==> config.mk <==
export PLATFORM = sky130hd
export DESIGN_NAME = sliding_window_sender_control_unit
export DESIGN_NICKNAME = d
export VERILOG_FILES = /design/src/hdl/swsc_pkg.sv /design/src/hdl/sliding_window_sender_control_unit.sv /design/src/hdl/swsc_update.sv
export VERILOG_INCLUDE_DIRS = /design/src /design/src/hdl
export SDC_FILE = /design/constraint.sdc
export NUM_CORES = 1
export LEC_CHECK = 0
export BUFFER_PORTS_ARGS = -buffer_cell sky130_fd_sc_hd__buf_2
export CAP_MARGIN = 20
export CELL_PAD_IN_SITES_DETAIL_PLACEMENT = 0
export CELL_PAD_IN_SITES_GLOBAL_PLACEMENT = 1
export CORE_AREA = 4 4 248 250
export DETAILED_ROUTE_END_ITERATION = 16
export DIE_AREA = 0 0 252 254
export PLACE_DENSITY = 0.77
export SKIP_LAST_GASP = 1
export SYNTH_ARGS = -nofsm -noshare
export SYNTH_HDL_FRONTEND = slang
export SYNTH_SLANG_ARGS = --single-unit
==> constraint.sdc <==
create_clock -name clk -period 14.64 [get_ports clk]
set_input_delay 2.928 -clock clk [delete_from_list [all_inputs] [get_ports clk]]
set_output_delay 2.928 -clock clk [all_outputs]
set_load 0.01 [all_outputs]
==> src/hdl/assert_macros.svh <==
// Assertion helpers for the sliding window sender control RTL.
// Needs a clock named clk and an active-low reset named rst_n in scope.
`ifndef ASSERT_MACROS_SVH
`define ASSERT_MACROS_SVH

// check that cond holds at every clock edge outside reset
`define SWSC_ASSERT_ALWAYS(lbl, cond, msg) \
    lbl: assert property (@(posedge clk) disable iff (!rst_n) (cond)) else $error(msg);

// check that ante in one cycle implies cons in the same cycle
`define SWSC_ASSERT_IMPL(lbl, ante, cons, msg) \
    lbl: assert property (@(posedge clk) disable iff (!rst_n) (ante) |-> (cons)) else $error(msg);

// check that ante in one cycle implies cons in the next cycle
`define SWSC_ASSERT_NEXT(lbl, ante, cons, msg) \
    lbl: assert property (@(posedge clk) disable iff (!rst_n) (ante) |=> (cons)) else $error(msg);

`endif

==> src/hdl/swsc_pkg.sv <==
// Shared types, widths, codes and reset values for the sliding window sender control.
// Used by swsc_update and sliding_window_sender_control_unit; depends on nothing.
`default_nettype none

package swsc_pkg;

    localparam int SEQ_W       = 10;
    localparam int CONN_W      = 3;
    localparam int MODE_W      = 2;
    localparam int TIME_W      = 32;
    localparam int WIN_W       = 8;
    localparam int TICK_W      = 16;
    localparam int LIM_W       = 4;
    localparam int DUP_W       = 2;
    localparam int STATUS_W    = 3;
    localparam int CFG_INDEX_W = 3;
    localparam int CFG_DATA_W  = 16;

    localparam int DEF_MAX_CONNECTIONS = 8;

    localparam logic [WIN_W-1:0]  RST_WINDOW_SIZE  = 8'd64;
    localparam logic [SEQ_W-1:0]  RST_PACKETS      = 10'd512;
    localparam logic [TICK_W-1:0] RST_TIMEOUT      = 16'd100;
    localparam logic [LIM_W-1:0]  RST_GIVE_UP      = 4'd5;
    localparam logic [DUP_W-1:0]  RST_DUP_THRESH   = 2'd3;
    localparam logic [DUP_W-1:0]  DUP_SATURATE     = 2'd3;

    localparam logic [MODE_W-1:0] MODE_OPEN    = 2'd0;
    localparam logic [MODE_W-1:0] MODE_ACK     = 2'd1;
    localparam logic [MODE_W-1:0] MODE_TIMEOUT = 2'd2;

    localparam logic [CFG_INDEX_W-1:0] CFG_WINDOW_SIZE   = 3'd0;
    localparam logic [CFG_INDEX_W-1:0] CFG_PACKETS       = 3'd1;
    localparam logic [CFG_INDEX_W-1:0] CFG_TIMEOUT_TICKS = 3'd2;
    localparam logic [CFG_INDEX_W-1:0] CFG_GIVE_UP_LIMIT = 3'd3;
    localparam logic [CFG_INDEX_W-1:0] CFG_DUP_THRESHOLD = 3'd4;

    typedef enum logic [STATUS_W-1:0] {
        ST_NONE    = 3'd0,
        ST_OK      = 3'd1,
        ST_DONE    = 3'd2,
        ST_GAVEUP  = 3'd3,
        ST_IGNORED = 3'd4
    } status_t;

    typedef struct packed {
        logic [WIN_W-1:0]  window_size;
        logic [SEQ_W-1:0]  packets_per_chunk;
        logic [TICK_W-1:0] timeout_ticks;
        logic [LIM_W-1:0]  give_up_limit;
        logic [DUP_W-1:0]  dup_ack_threshold;
    } cfg_t;

    typedef struct packed {
        logic [MODE_W-1:0] mode;
        logic [CONN_W-1:0] conn;
        logic [SEQ_W-1:0]  ack_num;
        logic [TIME_W-1:0] now;
    } item_t;

    typedef struct packed {
        logic [SEQ_W-1:0]  acked_seq;
        logic [DUP_W-1:0]  dup_count;
        logic [LIM_W-1:0]  timeout_count;
        logic [SEQ_W-1:0]  next_to_send;
        logic [TIME_W-1:0] last_heard;
    } entry_t;

    typedef struct packed {
        logic              send_valid;
        logic [SEQ_W-1:0]  send_first;
        logic [SEQ_W-1:0]  send_last;
        status_t           status;
    } result_t;

    typedef struct packed {
        logic write;
        logic set_active;
        logic clr_active;
    } entry_ctl_t;

endpackage

`default_nettype wire

==> src/hdl/sliding_window_sender_control_unit.sv <==
// Go-back-N sender control with fast retransmit over a table of connections.
// Top level; depends on swsc_pkg, swsc_update and assert_macros.svh.
//
// Usage:
//   Input channel (in_valid/in_stall) carries one word per item: mode (open,
//   ack, timeout check), conn, ack_num and now. Output channel
//   (out_valid/out_stall) returns exactly one result word per item: conn_out,
//   send_valid, send_first..send_last and status.
//   The entry memory is read at the accepting edge; the update, write-back
//   and output register load happen at the edge on which the update stage
//   advances, and that load raises out_valid.
//   Throughput is one item per cycle; a write-back to the entry that the next
//   item reads is forwarded, so back-to-back items on one conn need no gap.
//   When out_stall is high and the output register is full, the update stage
//   holds, with in_stall high while it holds a word, until the result is taken.
//   Configuration is a plain write port (cfg_write, cfg_index, cfg_data),
//   taken in the same cycle; the user must write it only while no items are
//   in flight; the block does not enforce it. Reset loads the default
//   configuration, clears all entry active bits, empties the pipeline; the
//   entry memory is not cleared: an entry is used only after an open wrote it.
`default_nettype none

module sliding_window_sender_control_unit #(
    parameter int MAX_CONNECTIONS = swsc_pkg::DEF_MAX_CONNECTIONS
) (
    input  logic                            clk,
    input  logic                            rst_n,

    input  logic                            cfg_write,
    input  logic [swsc_pkg::CFG_INDEX_W-1:0] cfg_index,
    input  logic [swsc_pkg::CFG_DATA_W-1:0]  cfg_data,

    input  logic                            in_valid,
    output logic                            in_stall,
    input  logic [swsc_pkg::MODE_W-1:0]     mode,
    input  logic [swsc_pkg::CONN_W-1:0]     conn,
    input  logic [swsc_pkg::SEQ_W-1:0]      ack_num,
    input  logic [swsc_pkg::TIME_W-1:0]     now,

    output logic                            out_valid,
    input  logic                            out_stall,
    output logic [swsc_pkg::CONN_W-1:0]     conn_out,
    output logic                            send_valid,
    output logic [swsc_pkg::SEQ_W-1:0]      send_first,
    output logic [swsc_pkg::SEQ_W-1:0]      send_last,
    output logic [swsc_pkg::STATUS_W-1:0]   status
);

    localparam int AW    = (MAX_CONNECTIONS > 1) ? $clog2(MAX_CONNECTIONS) : 1;
    localparam int DEPTH = 1 << AW;
    localparam int XW    = (AW > swsc_pkg::CONN_W) ? AW : swsc_pkg::CONN_W;

    swsc_pkg::cfg_t       cfg_reg;
    swsc_pkg::entry_t     mem [DEPTH];
    logic [DEPTH-1:0]     active_reg;

    logic                 s1_valid_reg;
    swsc_pkg::item_t      s1_item_reg;
    swsc_pkg::entry_t     rd_entry_reg;
    swsc_pkg::entry_t     fwd_entry_reg;
    logic                 fwd_sel_reg;

    logic                 out_valid_reg;
    swsc_pkg::result_t    out_res_reg;
    logic [swsc_pkg::CONN_W-1:0] out_conn_reg;

    logic                 accept;
    logic                 s1_adv;
    logic [XW-1:0]        in_conn_x;
    logic [XW-1:0]        s1_conn_x;
    logic [AW-1:0]        in_addr;
    logic [AW-1:0]        s1_addr;
    swsc_pkg::item_t      in_item;
    swsc_pkg::entry_t     s1_entry;
    swsc_pkg::entry_t     entry_next;
    swsc_pkg::result_t    result;
    swsc_pkg::entry_ctl_t ctl;

    assign in_item   = '{mode: mode, conn: conn, ack_num: ack_num, now: now};
    assign in_conn_x = XW'(conn);
    assign s1_conn_x = XW'(s1_item_reg.conn);
    assign in_addr   = in_conn_x[AW-1:0];
    assign s1_addr   = s1_conn_x[AW-1:0];

    assign s1_adv   = s1_valid_reg && (!out_valid_reg || !out_stall);
    assign in_stall = s1_valid_reg && !s1_adv;
    assign accept   = in_valid && !in_stall;
    assign s1_entry = fwd_sel_reg ? fwd_entry_reg : rd_entry_reg;

    swsc_update #(
        .MAX_CONNECTIONS(MAX_CONNECTIONS)
    ) u_update (
        .item       (s1_item_reg),
        .entry      (s1_entry),
        .active     (active_reg[s1_addr]),
        .cfg        (cfg_reg),
        .entry_next (entry_next),
        .result     (result),
        .ctl        (ctl)
    );

    always_ff @(posedge clk or negedge rst_n)
    begin
        if (!rst_n)
        begin
            cfg_reg.window_size       <= swsc_pkg::RST_WINDOW_SIZE;
            cfg_reg.packets_per_chunk <= swsc_pkg::RST_PACKETS;
            cfg_reg.timeout_ticks     <= swsc_pkg::RST_TIMEOUT;
            cfg_reg.give_up_limit     <= swsc_pkg::RST_GIVE_UP;
            cfg_reg.dup_ack_threshold <= swsc_pkg::RST_DUP_THRESH;
        end
        else if (cfg_write)
        begin
            unique case (cfg_index)
                swsc_pkg::CFG_WINDOW_SIZE:
                    cfg_reg.window_size <= cfg_data[swsc_pkg::WIN_W-1:0];
                swsc_pkg::CFG_PACKETS:
                    cfg_reg.packets_per_chunk <= cfg_data[swsc_pkg::SEQ_W-1:0];
                swsc_pkg::CFG_TIMEOUT_TICKS:
                    cfg_reg.timeout_ticks <= cfg_data[swsc_pkg::TICK_W-1:0];
                swsc_pkg::CFG_GIVE_UP_LIMIT:
                    cfg_reg.give_up_limit <= cfg_data[swsc_pkg::LIM_W-1:0];
                swsc_pkg::CFG_DUP_THRESHOLD:
                    cfg_reg.dup_ack_threshold <= cfg_data[swsc_pkg::DUP_W-1:0];
                default:
                    ;
            endcase
        end
    end

    // entry memory: read at accept, write back on update-stage advance if ctl.write
    always_ff @(posedge clk)
    begin
        if (accept)
        begin
            rd_entry_reg <= mem[in_addr];
        end
        if (s1_adv && ctl.write)
        begin
            mem[s1_addr] <= entry_next;
        end
    end

    // forward a write-back that lands in the same cycle as the next read
    always_ff @(posedge clk)
    begin
        if (accept)
        begin
            fwd_entry_reg <= entry_next;
        end
    end

    always_ff @(posedge clk or negedge rst_n)
    begin
        if (!rst_n)
        begin
            active_reg   <= '0;
            s1_valid_reg <= 1'b0;
            fwd_sel_reg  <= 1'b0;
        end
        else
        begin
            if (s1_adv && ctl.set_active)
            begin
                active_reg[s1_addr] <= 1'b1;
            end
            else if (s1_adv && ctl.clr_active)
            begin
                active_reg[s1_addr] <= 1'b0;
            end
            if (accept)
            begin
                s1_valid_reg <= 1'b1;
                fwd_sel_reg  <= s1_adv && ctl.write && (s1_addr == in_addr);
            end
            else if (s1_adv)
            begin
                s1_valid_reg <= 1'b0;
            end
        end
    end

    always_ff @(posedge clk)
    begin
        if (accept)
        begin
            s1_item_reg <= in_item;
        end
        if (s1_adv)
        begin
            out_res_reg  <= result;
            out_conn_reg <= s1_item_reg.conn;
        end
    end

    always_ff @(posedge clk or negedge rst_n)
    begin
        if (!rst_n)
        begin
            out_valid_reg <= 1'b0;
        end
        else if (s1_adv)
        begin
            out_valid_reg <= 1'b1;
        end
        else if (!out_stall)
        begin
            out_valid_reg <= 1'b0;
        end
    end

    assign out_valid  = out_valid_reg;
    assign conn_out   = out_conn_reg;
    assign send_valid = out_res_reg.send_valid;
    assign send_first = out_res_reg.send_first;
    assign send_last  = out_res_reg.send_last;
    assign status     = out_res_reg.status;

`include "assert_macros.svh"

    `SWSC_ASSERT_IMPL(a_send_range, out_valid && send_valid, send_first != '0 && send_first <= send_last, "send range empty or starts at zero")
    `SWSC_ASSERT_IMPL(a_send_status, out_valid && send_valid, status == swsc_pkg::ST_OK, "send issued with a status other than ok")
    `SWSC_ASSERT_IMPL(a_idle_range, out_valid && !send_valid, send_first == '0 && send_last == '0, "range not cleared without send")
    `SWSC_ASSERT_NEXT(a_stage_hold, s1_valid_reg && !s1_adv, s1_valid_reg && $stable(s1_item_reg), "update stage lost a held word")

endmodule

`default_nettype wire

==> src/hdl/swsc_update.sv <==
// Per-item entry update: open, ack and timeout handling plus the send step.
// Depends on swsc_pkg; combinational, used by sliding_window_sender_control_unit.
`default_nettype none

module swsc_update #(
    parameter int MAX_CONNECTIONS = swsc_pkg::DEF_MAX_CONNECTIONS
) (
    input  swsc_pkg::item_t    item,
    input  swsc_pkg::entry_t   entry,
    input  logic               active,
    input  swsc_pkg::cfg_t     cfg,
    output swsc_pkg::entry_t   entry_next,
    output swsc_pkg::result_t  result,
    output swsc_pkg::entry_ctl_t ctl
);

    localparam int SEQ_W = swsc_pkg::SEQ_W;

    logic                        conn_ok;
    logic                        do_send;
    logic [swsc_pkg::DUP_W-1:0]  dup_inc;
    logic [swsc_pkg::LIM_W:0]    tmo_cnt;
    logic [swsc_pkg::TIME_W-1:0] elapsed;
    logic [SEQ_W:0]              top;
    logic [SEQ_W-1:0]            win_end;

    assign conn_ok = int'(item.conn) < MAX_CONNECTIONS;
    assign dup_inc = (entry.dup_count == swsc_pkg::DUP_SATURATE) ? swsc_pkg::DUP_SATURATE
                     : entry.dup_count + 2'd1;
    assign tmo_cnt = {1'b0, entry.timeout_count} + 5'd1;
    assign elapsed = item.now - entry.last_heard;

    always_comb
    begin
        entry_next        = entry;
        ctl               = '0;
        do_send           = 1'b0;
        result.send_valid = 1'b0;
        result.send_first = '0;
        result.send_last  = '0;
        result.status     = swsc_pkg::ST_IGNORED;
        top               = '0;
        win_end           = '0;

        if (conn_ok)
        begin
            if (item.mode == swsc_pkg::MODE_OPEN)
            begin
                ctl.write                = 1'b1;
                ctl.set_active           = 1'b1;
                entry_next.acked_seq     = '0;
                entry_next.dup_count     = '0;
                entry_next.timeout_count = '0;
                entry_next.next_to_send  = SEQ_W'(1);
                entry_next.last_heard    = item.now;
                do_send                  = 1'b1;
                result.status            = swsc_pkg::ST_OK;
            end
            else if (item.mode == swsc_pkg::MODE_ACK || item.mode == swsc_pkg::MODE_TIMEOUT)
            begin
                if (!active)
                begin
                    result.status = swsc_pkg::ST_NONE;
                end
                else if (item.mode == swsc_pkg::MODE_ACK)
                begin
                    if (item.ack_num == cfg.packets_per_chunk)
                    begin
                        ctl.clr_active = 1'b1;
                        result.status  = swsc_pkg::ST_DONE;
                    end
                    else if (item.ack_num > entry.acked_seq)
                    begin
                        ctl.write                = 1'b1;
                        entry_next.acked_seq     = item.ack_num;
                        entry_next.dup_count     = '0;
                        entry_next.timeout_count = '0;
                        entry_next.last_heard    = item.now;
                        do_send                  = 1'b1;
                        result.status            = swsc_pkg::ST_OK;
                    end
                    else if (item.ack_num == entry.acked_seq)
                    begin
                        ctl.write                = 1'b1;
                        entry_next.timeout_count = '0;
                        entry_next.last_heard    = item.now;
                        if (dup_inc >= cfg.dup_ack_threshold)
                        begin
                            // fast retransmit from the first unacked packet
                            entry_next.dup_count    = '0;
                            entry_next.next_to_send = entry.acked_seq + SEQ_W'(1);
                            do_send                 = 1'b1;
                        end
                        else
                        begin
                            entry_next.dup_count = dup_inc;
                        end
                        result.status = swsc_pkg::ST_OK;
                    end
                end
                else
                begin
                    if (elapsed < {{(swsc_pkg::TIME_W-swsc_pkg::TICK_W){1'b0}},
                                   cfg.timeout_ticks})
                    begin
                        result.status = swsc_pkg::ST_OK;
                    end
                    else if (tmo_cnt > {1'b0, cfg.give_up_limit})
                    begin
                        ctl.clr_active = 1'b1;
                        result.status  = swsc_pkg::ST_GAVEUP;
                    end
                    else
                    begin
                        ctl.write                = 1'b1;
                        entry_next.timeout_count = tmo_cnt[swsc_pkg::LIM_W-1:0];
                        entry_next.last_heard    = item.now;
                        entry_next.dup_count     = '0;
                        entry_next.next_to_send  = entry.acked_seq + SEQ_W'(1);
                        do_send                  = 1'b1;
                        result.status            = swsc_pkg::ST_OK;
                    end
                end
            end
        end

        // send step: window clipped at the chunk end; zero means nothing left
        top = {1'b0, entry_next.acked_seq}
              + {{(SEQ_W+1-swsc_pkg::WIN_W){1'b0}}, cfg.window_size};
        win_end = (top <= {1'b0, cfg.packets_per_chunk}) ? top[SEQ_W-1:0]
                  : cfg.packets_per_chunk;
        if (do_send && entry_next.next_to_send != '0 && entry_next.next_to_send <= win_end)
        begin
            result.send_valid       = 1'b1;
            result.send_first       = entry_next.next_to_send;
            result.send_last        = win_end;
            entry_next.next_to_send = win_end + SEQ_W'(1);
        end
    end

endmodule

`default_nettype wire

==> results.sh, run 1 <==
export IMPL_clockBufferDepth=3
export IMPL_max_freq_mhz=90.8
export IMPL_drtAntennaViolNets=0
export IMPL_cts_buffers=74
export IMPL_ioPinCount=100
export IMPL_yosysMostFrequentCell="edfxtp_1"
export IMPL_num_antenna_cells=0
export IMPL_cts_sinks=705
export IMPL_h_tree_depth=3
export IMPL_fin_crit_sh_pct=75.2
export IMPL_num_vias=17351
export IMPL_grt_max_degree=95
export IMPL_p_seq_share_pct=48.3
export IMPL_synthCells=1949
export IMPL_avgSynthCellArea_um2=16.0
export IMPL_yosysTopAreaCellShare_pct=62.9
export IMPL_synthDistinctLibCells=74
export IMPL_synth_seq_cells=705
export IMPL_fin_ws_ps=3620
export IMPL_setup_viol=0
export IMPL_worstPathRequired_ps=14920
export IMPL_cts_tree="built"
export IMPL_die_area_mm2=0.0640
export IMPL_cts_reportedPaths_clkPinSlew_ps=70
export IMPL_crit_path_max_fanout=37
export IMPL_routed_wl_um=69400
export IMPL_synth_top_area_cell="edfxtp_1"
export IMPL_core_area_mm2=0.0590
export IMPL_rsz0062_at_grt="no"
export IMPL_period_needed_ps=11020
export IMPL_relSlewSlack_pct=25.1
export IMPL_yosysWarnings=0
export IMPL_worstSkewPairLatency_ps=610
export IMPL_postCtsSetupBuffers=0
export IMPL_p_clk_share_pct=35.7
export IMPL_cp_slowest_cell="a211oi_1"
export IMPL_maxCapViolCount=0
export IMPL_drt_pre_antenna_iters=6
export IMPL_max_stage_delay_ps=880
export IMPL_synthesis_nets=2117
export IMPL_cts_resized_gates=0
export IMPL_gp_congestion=0.943
export IMPL_holdBufCountCts=0
export IMPL_peakVddDrop_mv=0.120
export IMPL_power_switching_w=0.00131
export IMPL_antenna_found_initial=0
export IMPL_status="finished clean"
export IMPL_die_x_um=252
export IMPL_postSynth_asyncResetShare_pct=7.23
export IMPL_cellPowerDensity_mw_per_mm2=144
export IMPL_syn_area_mm2=0.0312
export IMPL_swShare_pct=26.1
export IMPL_drcViolationCount=0
export IMPL_dp_slack_ps=3730
export IMPL_fillers=4463
export IMPL_synth_area_leaders="edfxtp_1 (63%), mux4_2 (8.4%), ha_1 (3.8%), dfrtp_1 (3.4%), mux2_2 (3.0%)"
export IMPL_internal_power_w=0.00373
export IMPL_worst_pin_slew_ps=1120
export IMPL_drive_gt1_share_pct=23.0
export IMPL_pwr_share_comb_pct=16.0
export IMPL_grt_overflow_total=0
export IMPL_rows=89
export IMPL_worstSetupEndpointType="flop"
export IMPL_die_y_um=254
export IMPL_setup_tns_ps=0
export IMPL_dpl_hpwl_um=43400
export IMPL_cts_root_buf="clkbuf_16"
export IMPL_syn_to_final_growth_pct=12.5
export IMPL_slew_violations=0
export IMPL_drt_wirelength_per_cell_um=23.8
export IMPL_fin_worst_skew_ps=27.3
export IMPL_synth_ff_type="edfxtp_1"
export IMPL_finalHoldViolations=0
export IMPL_port_buffers=99
export IMPL_worstPathArrival_ps=11290
export IMPL_initial_core_util_pct=52.9
export IMPL_drt_iter0_markers=1208
export IMPL_p_leak_nw=12.1
export IMPL_layout_nets=2250
export IMPL_synthTopCellsByCount="edfxtp_1 (654), nor2_1 (121), mux4_2 (117), nand2_1 (110), ha_1 (95)"
export IMPL_hp_class="reg -> reg"
export IMPL_fin_util_pct=59.5
export IMPL_largest_register_ffs=464
export IMPL_synth_edf_count=654
export IMPL_criticalPathCategory="reg -> reg"
export IMPL_viasPerCell=5.95
export IMPL_grt_pass1_vias=18047
export IMPL_start_kind="flop"
export IMPL_grt_pass1_wl_um=108000
export IMPL_ys_seq_area_share_pct=67.1
export IMPL_grt_usage_pct=22.1
-- stage by stage --
stage          cells  power, W  instance area, µm²  hold slack, ps
3_5_place_dp    2772   0.00329               32700             475
6_report        2915   0.00505               35100             483
5_1_grt         2915   0.00528               35100             509
3_3_place_gp    2771   0.00326               32700             460
2_1_floorplan   1949   0.00304               31200             424
4_1_cts         2908   0.00509               35000             489
-- per-layer routing --
metal | share of wire, % | track usage [%]
met1 | 44 | 31.2
met2 | 49 | 37.0
met3 | 5.4 | 3.33
met4 | 2.0 | 5.00
met5 | 0 | 0
-- power by group through the flow --
stage	logic, W	clock network, W	registers (W)
floorplan	0.000569	0	0.00247
global placement	0.000788	0	0.00248
detailed placement	0.000808	0	0.00248
CTS	0.000814	0.00184	0.00244
global route	0.000905	0.00193	0.00245
finish	0.000808	0.00180	0.00244
-- cell usage in the layout, fill, tap and decap left out, types with 21 or more instances in the layout --
cell type  Yosys  layout
edfxtp_1     654     654
ha_1          95      95
xnor2_1       36      36
buf_4          4      30
mux2_2        84      84
clkbuf_16      0      76
mux4_2       117     117
nor3_1        36      35
nand2_1      110     110
inv_1         63      62
nand3_1       28      28
nor2_1       121     114
o21ai_0       74      73
buf_2         11     100
o21a_1        21      21
a211oi_1      22      22
a21oi_1       88      87
dfrtp_1       42      41
mux2i_1       67      67
-- worst max-delay path: cells and delay by family (launching register included) --
kind	cells	cell delay (ps)
flops	1	790
xor+xnor	1	220
compound gates	19	5250
fa+ha+maj	5	1660
simple gates	7	1650
buf+inv	2	300
mux	2	790
-- cell families (layout without fill, tap and decap cells) --
logic type	after synthesis	count (layout)	synth area share, %
AOI/OAI and AO/OA	296	296	6.14
buffers and inverters	140	333	1.80
xor gates and xnor gates	52	52	1.46
DFF	705	705	67.1
muxes	268	268	13.6
adders and majority gates	97	97	3.94
and+or+nand+nor	391	391	5.98
-- path summary, 6_finish.rpt --
| path | startpoint | end | slack (ps) | cells past startpoint |
|---|---|---|---|---|
| max in group asynchronous | rst_n | fwd_sel_reg | 11580 | 2 |
| max | fwd_sel_reg | mem[1][41] | 3620 | 36 |
| min | s1_valid_reg | out_valid | 480 | 1 |
| max reg2reg | fwd_sel_reg | mem[1][41] | 3620 | 36 |
| min in group asynchronous | rst_n | cfg_reg[28] | 2490 | 2 |
| min reg2reg | s1_valid_reg | out_valid | 480 | 1 |
-- final cells by class --
class | count | area, µm² | area share (%)
Clock inverter | 41 | 342 | 0.973
Inverter | 63 | 241 | 0.688
Sequential cell | 705 | 20900 | 59.6
Multi-Input combinational cell | 1104 | 9820 | 28.0
Timing Repair Buffer | 134 | 802 | 2.28
Clock buffer | 95 | 2000 | 5.71
Tap cell | 773 | 967 | 2.75
Power figures use the tool's default switching activity.
==> run 2, diff against run 1 <==
--- a/config.mk
+++ b/config.mk
@@ -10,10 +10,10 @@
 export CAP_MARGIN = 20
 export CELL_PAD_IN_SITES_DETAIL_PLACEMENT = 0
 export CELL_PAD_IN_SITES_GLOBAL_PLACEMENT = 1
-export CORE_AREA = 4 4 248 250
+export CORE_AREA = 4 4 260 262
 export DETAILED_ROUTE_END_ITERATION = 16
-export DIE_AREA = 0 0 252 254
-export PLACE_DENSITY = 0.77
+export DIE_AREA = 0 0 264 266
+export PLACE_DENSITY = 0.73
 export SKIP_LAST_GASP = 1
 export SYNTH_ARGS = -nofsm -noshare
 export SYNTH_HDL_FRONTEND = slang
==> constraint.sdc (replaced) <==
create_clock -name clk -period 9.2 [get_ports clk]
set_input_delay 1.84 -clock clk [delete_from_list [all_inputs] [get_ports clk]]
set_output_delay 1.84 -clock clk [all_outputs]
set_load 0.01 [all_outputs]
==> results.sh, run 2 (synthesis results as in run 1) <==
export IMPL_status="finished clean"
export IMPL_ioPinCount=100
export IMPL_relSlewSlack_pct=29.0
export IMPL_holdWs_ps=498
export IMPL_grt_usage_pct=20.6
export IMPL_die_x_um=264
export IMPL_finalHoldViolations=0
export IMPL_max_stage_delay_ps=590
export IMPL_fillers=5303
export IMPL_die_y_um=266
export IMPL_num_antenna_cells=0
export IMPL_final_cells=3046
export IMPL_seq_area_mm2=0.0209
export IMPL_grt_pass1_wl_um=111000
export IMPL_final_common_cell="edfxtp_1"
export IMPL_antenna_found_initial=1
export IMPL_peakVddDrop_mv=0.185
export IMPL_fin_crit_sh_pct=94.0
export IMPL_viasPerCell=5.79
export IMPL_critPathLaunch="fwd_sel_reg"
export IMPL_grt_max_degree=99
export IMPL_final_cell_mix="edfxtp_1 (654), mux4_2 (117), nor2_1 (114), nand2_1 (110), buf_2 (98)"
export IMPL_fin_ws_ps=551
export IMPL_setup_viol=0
export IMPL_largest_register_ffs=464
export IMPL_drcViolationCount=0
export IMPL_start_kind="flop"
export IMPL_worstPathArrival_ps=9000
export IMPL_reg2reg_to="mem[4][32]"
export IMPL_criticalPathCategory="reg -> reg"
export IMPL_path_common_cell="ha_1"
export IMPL_grt_pass1_vias=18094
export IMPL_worstPathRequired_ps=9550
export IMPL_dp_cells=2902
export IMPL_cp_slowest_cell="o31ai_2"
export IMPL_drtAntennaViolNets=0
export IMPL_rrSetupSlack_ps=550
export IMPL_cp_endpoint="mem[4][32]"
export IMPL_cts_tree="built"
export IMPL_worstSkewPairLatency_ps=610
export IMPL_grt_overflow_total=0
export IMPL_period_needed_ps=8650
export IMPL_multi_input_area_mm2=0.00993
export IMPL_h_tree_depth=3
export IMPL_rsz0062_at_grt="no"
export IMPL_drt_pre_antenna_iters=5
export IMPL_r2r_cells=30
export IMPL_core_area_mm2=0.0654
export IMPL_die_area_mm2=0.0702
export IMPL_gp_congestion=0.924
export IMPL_cts_root_buf="clkbuf_16"
export IMPL_p_leak_nw=12.4
export IMPL_cts_buffers=77
export IMPL_max_freq_mhz=116
export IMPL_holdBufCountCts=0
export IMPL_crit_path_max_fanout=20
export IMPL_num_vias=17645
export IMPL_dpl_hpwl_um=46300
export IMPL_cts_reportedPaths_clkPinSlew_ps=60
export IMPL_hp_class="reg -> reg"
export IMPL_worst_pin_slew_ps=1060
export IMPL_slew_violations=0
export IMPL_drt_wirelength_per_cell_um=23.9
export IMPL_r2r_start="fwd_sel_reg"
export IMPL_cellPowerDensity_mw_per_mm2=233
export IMPL_clockBufferDepth=3
export IMPL_maxCapViolCount=0
export IMPL_dp_slack_ps=-35.5
export IMPL_cts_sinks=705
export IMPL_initial_core_util_pct=47.7
export IMPL_layout_nets=2290
export IMPL_rows=94
export IMPL_syn_to_final_growth_pct=15.0
export IMPL_worstSetupEndpointType="flop"
export IMPL_routed_wl_um=72800
export IMPL_fin_worst_skew_ps=23.3
export IMPL_drive_gt1_share_pct=24.5
export IMPL_port_buffers=99
export IMPL_drt_iter0_markers=1227
-- run 2: cell types whose count changed in the layout (fill, tap and decap cells not counted), moves of 2 or more --
cell       change
o31ai_2        -7
clkbuf_1       -2
clkinv_1       +3
bufinv_16      +5
buf_16         -2
clkinv_4       -2
clkbuf_16      +2
buf_2          -2
buf_12        +12
inv_6          -2
o31ai_4        +8
clkinv_8       +2
buf_4         +30
clkbuf_8       -2
-- run 2: worst max-delay path: cells and delay by family (launching register included) --
kind,cells,cell delay [ps]
flops,1,560
fa+ha+maj,3,950
simple gates,10,2280
xor+xnor,1,170
mux,1,440
compound gates,13,3340
buf+inv,2,620
-- run 2: worst min-delay path by stage --
stage | depth (start not counted) | start | to
floorplan | 0 | s1_addr[2] | conn_out[2]
global placement | 1 | s1_valid_reg | out_valid
detailed placement | 1 | s1_valid_reg | out_valid
CTS | 1 | s1_valid_reg | out_valid
global route | 1 | cfg_reg[3] | cfg_reg[3]
finish | 1 | s1_valid_reg | out_valid
-- run 2: metrics by stage --
step           total power (W)  TNS [ps]  area (µm²)  util (%)
2_1_floorplan          0.00483         0       31200         -
3_3_place_gp           0.00529         0       33200      50.8
3_5_place_dp           0.00532      -319       33200      50.8
4_1_cts                0.00838         0       35700      54.6
5_1_grt                0.00872         0       35900      54.9
6_report               0.00835         0       35900      54.9
-- run 2: layout make-up --
cell class                 count  area share, %
tap                          864           3.01
clock buffer                  93           5.63
clock inverter                46           1.34
sequential                   705           58.3
timing repair buffer         171           3.33
inverter                      63          0.673
multi-input combinational   1104           27.7
-- run 2: repair_timing --
item                       4_1_cts  5_1_grt
buffers inserted                 0        2
gates resized for setup          1       14
setup endpoints to repair        9       90
pin swaps                        0        5
-- run 2: layer usage --
metal  vias up  track usage (%)  part of all wire, %
met5         -                0                0.012
met3       117             3.37                  4.9
li1       7987                -                    -
met1      9088             28.6                   43
met4         2             5.37                  2.5
met2       451             34.5                   49
-- run 2: power breakdown --
part / switching (W) / internal (W) / leakage [nW] / total (W)
clock: 0.00123 / 0.00182 / 1.22 / 0.00304
combinational: 0.000878 / 0.000548 / 4.58 / 0.00143
sequential: 0.0000777 / 0.00380 / 6.62 / 0.00388
